[src/hw/rtl/cdq_pkg.sv]
// cdq_pkg: shared types and constants for the circular deque
// payload structs, operation codes and register widths; no dependencies
package cdq_pkg;

  localparam int WORD_W    = 32;
  localparam int KIND_W    = 3;
  localparam int CAP_W     = 5;
  localparam int DEPTH_DEF = 16;
  localparam int CAP_RESET = 16;

  typedef enum logic [KIND_W-1:0] {
    KIND_PUSH_FRONT = 3'd0,
    KIND_PUSH_REAR  = 3'd1,
    KIND_POP_FRONT  = 3'd2,
    KIND_POP_REAR   = 3'd3,
    KIND_QUERY      = 3'd4
  } kind_e;

  typedef struct packed {
    logic [KIND_W-1:0]        kind;
    logic signed [WORD_W-1:0] value;
  } deque_in_t;

  typedef struct packed {
    logic                     error;
    logic signed [WORD_W-1:0] front_value;
    logic signed [WORD_W-1:0] rear_value;
    logic                     is_empty;
    logic                     is_full;
    logic [CAP_W-1:0]         occupancy;
  } deque_out_t;

  // per-step status handed from the controller to the result stage
  typedef struct packed {
    logic             error;
    logic             is_empty;
    logic             is_full;
    logic [CAP_W-1:0] occupancy;
  } step_status_t;

endpackage

[src/hw/rtl/cdq_ram.sv]
// cdq_ram: entry store, one write port and two registered read ports
// same-cycle write/read collisions are forwarded; uses cdq_pkg
module cdq_ram #(
  parameter int Depth = cdq_pkg::DEPTH_DEF
) (
  input  logic                        clk_i,
  input  logic                        rst_ni,
  input  logic                        we_i,
  input  logic [$clog2(Depth)-1:0]    waddr_i,
  input  logic [cdq_pkg::WORD_W-1:0]  wdata_i,
  input  logic [$clog2(Depth)-1:0]    raddr_f_i,
  input  logic [$clog2(Depth)-1:0]    raddr_r_i,
  output logic [cdq_pkg::WORD_W-1:0]  rdata_f_o,
  output logic [cdq_pkg::WORD_W-1:0]  rdata_r_o
);
  import cdq_pkg::*;

  logic [WORD_W-1:0] mem [Depth];
  logic [WORD_W-1:0] rd_f_q, rd_r_q, wdata_q;
  logic              fwd_f_q, fwd_r_q;

  always_ff @(posedge clk_i) begin
    if (we_i) begin
      mem[waddr_i] <= wdata_i;
    end
    rd_f_q  <= mem[raddr_f_i];
    rd_r_q  <= mem[raddr_r_i];
    wdata_q <= wdata_i;
  end

  // read returns old contents, so a read of the entry being written takes the new word
  always_ff @(posedge clk_i or negedge rst_ni) begin
    if (!rst_ni) begin
      fwd_f_q <= 1'b0;
      fwd_r_q <= 1'b0;
    end else begin
      fwd_f_q <= we_i && (waddr_i == raddr_f_i);
      fwd_r_q <= we_i && (waddr_i == raddr_r_i);
    end
  end

  assign rdata_f_o = fwd_f_q ? wdata_q : rd_f_q;
  assign rdata_r_o = fwd_r_q ? wdata_q : rd_r_q;

endmodule

[src/hw/rtl/cdq_ctrl.sv]
// cdq_ctrl: capacity register, ring pointers and count; drives the store
// issues the write and both reads for each step; uses cdq_pkg
module cdq_ctrl #(
  parameter int Depth = cdq_pkg::DEPTH_DEF
) (
  input  logic                        clk_i,
  input  logic                        rst_ni,
  input  logic                        step_i,
  input  cdq_pkg::deque_in_t          item_i,
  input  logic                        cfg_we_i,
  input  logic [cdq_pkg::CAP_W-1:0]   cfg_data_i,
  output logic                        we_o,
  output logic [$clog2(Depth)-1:0]    waddr_o,
  output logic [cdq_pkg::WORD_W-1:0]  wdata_o,
  output logic [$clog2(Depth)-1:0]    raddr_f_o,
  output logic [$clog2(Depth)-1:0]    raddr_r_o,
  output logic                        done_o,
  output cdq_pkg::step_status_t       status_o
);
  import cdq_pkg::*;

  localparam int PtrW    = $clog2(Depth);
  localparam int XW      = ((PtrW > CAP_W) ? PtrW : CAP_W) + 1;
  localparam int CapMax  = (Depth < 31) ? Depth : 31;
  localparam int RstCap  = (Depth < CAP_RESET) ? Depth : CAP_RESET;

  logic [CAP_W-1:0] cap_q, eff_cap;
  logic [PtrW-1:0]  front_q, front_d, rear_q, rear_d;
  logic [CAP_W-1:0] count_q, count_d;
  logic             err;
  logic             done_q;
  step_status_t     status_q;

  function automatic logic [CAP_W-1:0] clamp_cap(input logic [CAP_W-1:0] c);
    logic [CAP_W-1:0] r;
    r = c;
    if (c == '0) r = CAP_W'(1);
    else if (c > CAP_W'(CapMax)) r = CAP_W'(CapMax);
    return r;
  endfunction

  function automatic logic [PtrW-1:0] ptr_back(input logic [PtrW-1:0] p,
                                                input logic [CAP_W-1:0] cap);
    logic [PtrW-1:0] r;
    if (p == '0 || XW'(p) >= XW'(cap)) r = PtrW'(cap - CAP_W'(1));
    else r = p - PtrW'(1);
    return r;
  endfunction

  function automatic logic [PtrW-1:0] ptr_fwd(input logic [PtrW-1:0] p,
                                               input logic [CAP_W-1:0] cap);
    logic [PtrW-1:0] r;
    if (XW'(p) + XW'(1) >= XW'(cap)) r = '0;
    else r = p + PtrW'(1);
    return r;
  endfunction

  assign eff_cap = clamp_cap(cap_q);

  always_comb begin
    front_d = front_q;
    rear_d  = rear_q;
    count_d = count_q;
    err     = 1'b0;
    we_o    = 1'b0;
    waddr_o = front_q;
    case (item_i.kind)
      KIND_PUSH_FRONT: begin
        if (count_q >= eff_cap) begin
          err = 1'b1;
        end else begin
          front_d = ptr_back(front_q, eff_cap);
          count_d = count_q + CAP_W'(1);
          we_o    = step_i;
          waddr_o = front_d;
        end
      end
      KIND_PUSH_REAR: begin
        if (count_q >= eff_cap) begin
          err = 1'b1;
        end else begin
          rear_d  = ptr_fwd(rear_q, eff_cap);
          count_d = count_q + CAP_W'(1);
          we_o    = step_i;
          waddr_o = rear_d;
        end
      end
      KIND_POP_FRONT: begin
        if (count_q == '0) begin
          err = 1'b1;
        end else begin
          front_d = ptr_fwd(front_q, eff_cap);
          count_d = count_q - CAP_W'(1);
        end
      end
      KIND_POP_REAR: begin
        if (count_q == '0) begin
          err = 1'b1;
        end else begin
          rear_d  = ptr_back(rear_q, eff_cap);
          count_d = count_q - CAP_W'(1);
        end
      end
      default: begin
        // query, and unused codes behave as query
      end
    endcase
  end

  assign wdata_o   = item_i.value;
  assign raddr_f_o = front_d;
  assign raddr_r_o = rear_d;

  always_ff @(posedge clk_i or negedge rst_ni) begin
    if (!rst_ni) begin
      cap_q   <= CAP_W'(CAP_RESET);
      front_q <= '0;
      rear_q  <= PtrW'(RstCap - 1);
      count_q <= '0;
      done_q  <= 1'b0;
    end else begin
      done_q <= step_i;
      if (cfg_we_i) begin
        // a capacity write also empties the deque
        cap_q   <= cfg_data_i;
        front_q <= '0;
        rear_q  <= PtrW'(clamp_cap(cfg_data_i) - CAP_W'(1));
        count_q <= '0;
      end else if (step_i) begin
        front_q <= front_d;
        rear_q  <= rear_d;
        count_q <= count_d;
      end
    end
  end

  always_ff @(posedge clk_i) begin
    if (step_i) begin
      status_q.error     <= err;
      status_q.is_empty  <= (count_d == '0);
      status_q.is_full   <= (count_d == eff_cap);
      status_q.occupancy <= count_d;
    end
  end

  assign done_o   = done_q;
  assign status_o = status_q;

endmodule

[src/hw/rtl/circular_deque.sv]
// circular_deque: the result beat is on result_o with done_o
// in the cycle after start is taken; throughput one operation per cycle while busy is low,
// set by the single write port and two read ports of the entry store.
// reset: capacity 16 (clamped to DEPTH), deque empty, stored words undefined.
// busy is high during reset and the first cycle after it; the receiver cannot stall.
module circular_deque #(
  parameter int DEPTH = cdq_pkg::DEPTH_DEF
) (
  input  logic                       clk_i,
  input  logic                       rst_ni,
  input  logic                       start,
  output logic                       busy,
  input  cdq_pkg::deque_in_t         item_i,
  output logic                       done_o,
  output cdq_pkg::deque_out_t        result_o,
  input  logic                       cfg_valid_i,
  output logic                       cfg_ready_o,
  input  logic [cdq_pkg::CAP_W-1:0]  cfg_data_i
);
  import cdq_pkg::*;

  localparam int PtrW = $clog2(DEPTH);

  logic              busy_q, step;
  logic              we;
  logic [PtrW-1:0]   waddr, raddr_f, raddr_r;
  logic [WORD_W-1:0] wdata, rdata_f, rdata_r;
  step_status_t      status;

  always_ff @(posedge clk_i or negedge rst_ni) begin
    if (!rst_ni) begin
      busy_q <= 1'b1;
    end else begin
      busy_q <= 1'b0;
    end
  end

  assign busy        = busy_q;
  assign step        = start && !busy_q;
  assign cfg_ready_o = !busy_q;

  cdq_ctrl #(.Depth(DEPTH)) u_ctrl (
    .clk_i      (clk_i),
    .rst_ni     (rst_ni),
    .step_i     (step),
    .item_i     (item_i),
    .cfg_we_i   (cfg_valid_i && !busy_q),
    .cfg_data_i (cfg_data_i),
    .we_o       (we),
    .waddr_o    (waddr),
    .wdata_o    (wdata),
    .raddr_f_o  (raddr_f),
    .raddr_r_o  (raddr_r),
    .done_o     (done_o),
    .status_o   (status)
  );

  cdq_ram #(.Depth(DEPTH)) u_ram (
    .clk_i     (clk_i),
    .rst_ni    (rst_ni),
    .we_i      (we),
    .waddr_i   (waddr),
    .wdata_i   (wdata),
    .raddr_f_i (raddr_f),
    .raddr_r_i (raddr_r),
    .rdata_f_o (rdata_f),
    .rdata_r_o (rdata_r)
  );

  always_comb begin
    result_o.error       = status.error;
    result_o.is_empty    = status.is_empty;
    result_o.is_full     = status.is_full;
    result_o.occupancy   = status.occupancy;
    result_o.front_value = status.is_empty ? '1 : rdata_f;
    result_o.rear_value  = status.is_empty ? '1 : rdata_r;
  end

endmodule

[config.mk]
export PLATFORM = sky130hd
export DESIGN_NAME = circular_deque
export DESIGN_NICKNAME = d
export VERILOG_FILES = /design/src/hw/rtl/cdq_pkg.sv /design/src/hw/rtl/cdq_ram.sv /design/src/hw/rtl/cdq_ctrl.sv /design/src/hw/rtl/circular_deque.sv
export SDC_FILE = /design/constraint.sdc
export NUM_CORES = 1
export LEC_CHECK = 0
export BUFFER_PORTS_ARGS = -buffer_cell sky130_fd_sc_hd__buf_2
export CORE_MARGIN = 2
export CORE_UTILIZATION = 55
export DETAILED_ROUTE_END_ITERATION = 10
export GPL_TIMING_DRIVEN = 0
export PLACE_DENSITY = 0.73
export SKIP_LAST_GASP = 1
export SYNTH_ARGS = -nofsm -noshare
export SYNTH_HDL_FRONTEND = slang
export SYNTH_HIERARCHICAL = 1
export SYNTH_SLANG_ARGS = --single-unit
[constraint.sdc]
create_clock -name clk_i -period 10.9 [get_ports clk_i]
set_input_delay 2.18 -clock clk_i [delete_from_list [all_inputs] [get_ports clk_i]]
set_output_delay 2.18 -clock clk_i [all_outputs]
set_load 0.1 [all_outputs]
==> run_results.csv <==
group,metric,value,unit
status,status,"completed",
worst_setup_path,ff2ff_setup_slack,5.19,ns
synth,synthMostInstantiatedCell,"edfxtp_1",
drt,vias,17700,
timing,hold_viol_final,0,
worst_setup_path,slowest_stage,"nor2b_1",
floorplanning,initial_core_util,55.8,%
pwr,peakVddDrop,0.000170,V
floorplanning,core_area,52700,sq um
cells_and_area,postLayoutCoreUtil,63.5,%
synth,synthDistinctLibCells,78,
placement,post-place-cells,2506,
worst_setup_path,slowest_delay,0.80,ns
synth,syn_nets,1780,
drt,ant_nets,0,
worst_hold_path,holdPathStages,1,
timing,hold-worst-slack,0.563,ns
timing,setup_ws,5.15,ns
synth,synth_warnings,6,
floorplanning,die-area,55300,sq um
timing,tns,0,ns
floorplanning,die_y,235,um
synth,synth.avg_cell_area,17.3,sq um
drt,post_drt_wl_per_cell,29.8,um
worst_setup_path,arrival,6.06,ns
clock_network,cts_root_buffer,"clkbuf_16",
worst_hold_path,hold_start,"u_ctrl/cap_q[2]",
pwr,power,7.42,mW
clock_network,numClockSinks,638,
drt,dr.first_iter.drc_count,2070,
worst_setup_path,cp_num_buf_inv,4,
synth,synthTopCellsByCount,"edfxtp_1, mux4_2, a22oi_1",
global_routing,grt.total_usage,28.7,%
placement,port_buffers,86,
worst_setup_path,r2r_cells,16,
clock_network,cts_buffers,67,
worst_hold_path,min_path_type,"flop to flop",
drt,drc_errors,0,
job,maxCapViolations,0,
synth,yosysSeqAreaShare,61.6,%
worst_setup_path,crit_required,11.20,ns
floorplanning,boundaryPins,119,
clock_network,tritoncts,"done",
timing,setup_viol,0,
worst_setup_path,critical_path_class,"primary input to flop",
pwr,power.density,222,nW/um^2
timing,finClkSkew,0.0243,ns
clock_network,cts_setup_buffers,0,
timing,rsz0062_at_grt,"false",
pwr,p_leak,11.2,nW
timing,maxSlewViolCount,0,
placement,detailed_place_hpwl,51700,um
synth,ys_seq_elements,638,
clock_network,path_clk_slew,0.05,ns
clock_network,clock_path_buffers,3,
cells_and_area,nNetsFinal,1964,
worst_setup_path,cp_top_family,"simple AND/OR/NAND/NOR gates",
floorplanning,rows,84,
drt,drt_pass1_iterations,5,
worst_setup_path,reg2reg_to,"u_ram/rd_f_q[19]",
global_routing,grt_start_max_net_pins,25,
worst_setup_path,crit_path_max_fanout,12,
worst_setup_path,r2r-start,"u_ctrl/cap_q[1]",
worst_setup_path,end_kind,"flop",
synth,yosys.area.top_type,"edfxtp_1",
drt,routed_wl,78500,um
synth,synth-main-ff-cell,"edfxtp_1",
global_routing,antenna_found_initial,5,
synth,synth_edf_count,520,
synth,synth_top_area_share,53.1,%
placement,placed_cell_area,31300,sq um
synth,synthTopCellsByArea,"edfxtp_1, mux4_2, dfxtp_1",
clock_network,cts_resized,0,
cells_and_area,final_layout_size_suffix_gt1_share,34.0,%
clock_network,htreeDepth,3,
placement,place_congestion,0.873,
cells_and_area,syn_to_final_growth,13.8,%
worst_setup_path,crit_chain,"buf_2 > nor2b_1 > inv_1 > nor3_1 > or3b_2 > nor3_2 > buf_4 > buf_6",
clock_network,clock_latency,0.61,ns
synth,syn_inst,1703,
worst_hold_path,min_to,"u_ctrl/cap_q[2]",
synth,syn_area,29400,sq um
placement,dp_slack,4.65,ns
timing,tightest_slew,1.12,ns
global_routing,grt_pass1_wl,117000,um
timing,finalCritPeriodShare,52.8,%
global_routing,overflow,0,
worst_setup_path,cp-start-kind,"primary input",
global_routing,grt_pass1_vias,18200,
timing,period_minus_slack,5.75,ns
synth,async_flop_share,3.45,%
clock_network,hold_buffers,0,
floorplanning,die_x,235,um
worst_setup_path,critPathLaunch,"start",
timing,clock.fmax,174,MHz
cells_and_area,final_cells,2631,
drt,post_drt_via_cell_ratio,6.73,
cells_and_area,finish.instance_area,33400,sq um
timing,slew_headroom,25.2,%
-- cell families (layout without fill, tap and decap cells) --
kind of cell	Yosys count	in the layout	share of synthesized area (%)
buf+inv	173	412	3.33
fa+ha+maj	33	33	1.41
other cells	1	2	0.0128
simple gates	277	277	4.75
compound gates	226	226	5.68
xor+xnor	22	22	0.681
mux	333	333	22.5
flops	638	638	61.6
-- worst reg2reg max path, stage by stage, from the launching register on --
cell     delay (ns)
dfrtp_1        0.40
nor3_1         0.21
nor2_1         0.06
nor2_1         0.67
ha_1           0.39
nor2b_2        0.12
o21ai_2        0.09
a31oi_1        0.57
buf_2          0.33
a21oi_1        0.11
o221a_2        0.31
nor2_1         0.33
buf_2          0.44
buf_1          0.68
mux4_2         0.44
a22oi_1        0.31
nand2_1        0.14
-- report_power, final --
part	switching [mW]	internal (mW)
combinational	1.54	0.811
clock	0.942	1.30
sequential	0.0475	2.78
total	2.53	4.89
-- placed cells by master, fill, tap and decap left out, types with 13 or more instances in the layout --
master / synthesis / routed
a22oi_1: 131 / 131
buf_1: 17 / 17
a21oi_1: 17 / 17
buf_4: 47 / 50
o21ai_0: 15 / 15
mux2_2: 69 / 69
buf_2: 15 / 101
nor2_1: 41 / 29
nor2b_1: 13 / 13
mux4_2: 256 / 256
clkbuf_1: 54 / 78
nand2_1: 100 / 100
edfxtp_1: 520 / 520
ha_1: 33 / 33
clkbuf_16: 0 / 71
dfxtp_1: 96 / 96
inv_1: 19 / 19
dfrtp_1: 16 / 16
or2_1: 61 / 61
buf_6: 18 / 28
-- worst max path at each step --
| stage | to | cells past startpoint |
|---|---|---|
| after floorplan | u_ram/mem[0][0] | 5 |
| after global placement | u_ram/mem[0][14] | 6 |
| after detailed placement | u_ram/mem[0][14] | 8 |
| after CTS | u_ram/mem[0][16] | 8 |
| after global routing | u_ram/rd_f_q[19] | 16 |
| final | u_ram/mem[0][16] | 8 |
-- final cells by class --
type                            instances  area (sq um)
Timing Repair Buffer                  115           921
Sequential cell                       638         18100
Multi-Input combinational cell        892         10400
Fill cell                            3676         19200
Buffer                                151           897
Clock buffer                          102          1960
Inverter                               22          82.6
Antenna cell                            1          2.50
Tap cell                              688           861
Clock inverter                         22           201
-- per-layer routing --
layer  share of wire (%)  routed length, um  GRT usage [%]
met1                  38              29800           39.5
met2                  48              37600           45.7
met3                  11               8250           6.23
met4                 3.5               2720           10.7
met5               0.025                 20              0
-- sequential cells by signal, summed over array words and instances, names as in the netlist --
register         flops
busy                 1
u_ctrl/cap_q         5
u_ctrl/count_q       5
u_ctrl/done_o        1
u_ctrl/front_q       4
u_ctrl/rear_q        4
u_ctrl/status_o      8
u_ram/fwd_f_q        1
u_ram/fwd_r_q        1
u_ram/mem          512
u_ram/rd_f_q        32
u_ram/rd_r_q        32
u_ram/wdata_q       32
No activity file was read; power rests on OpenSTA's default activity.
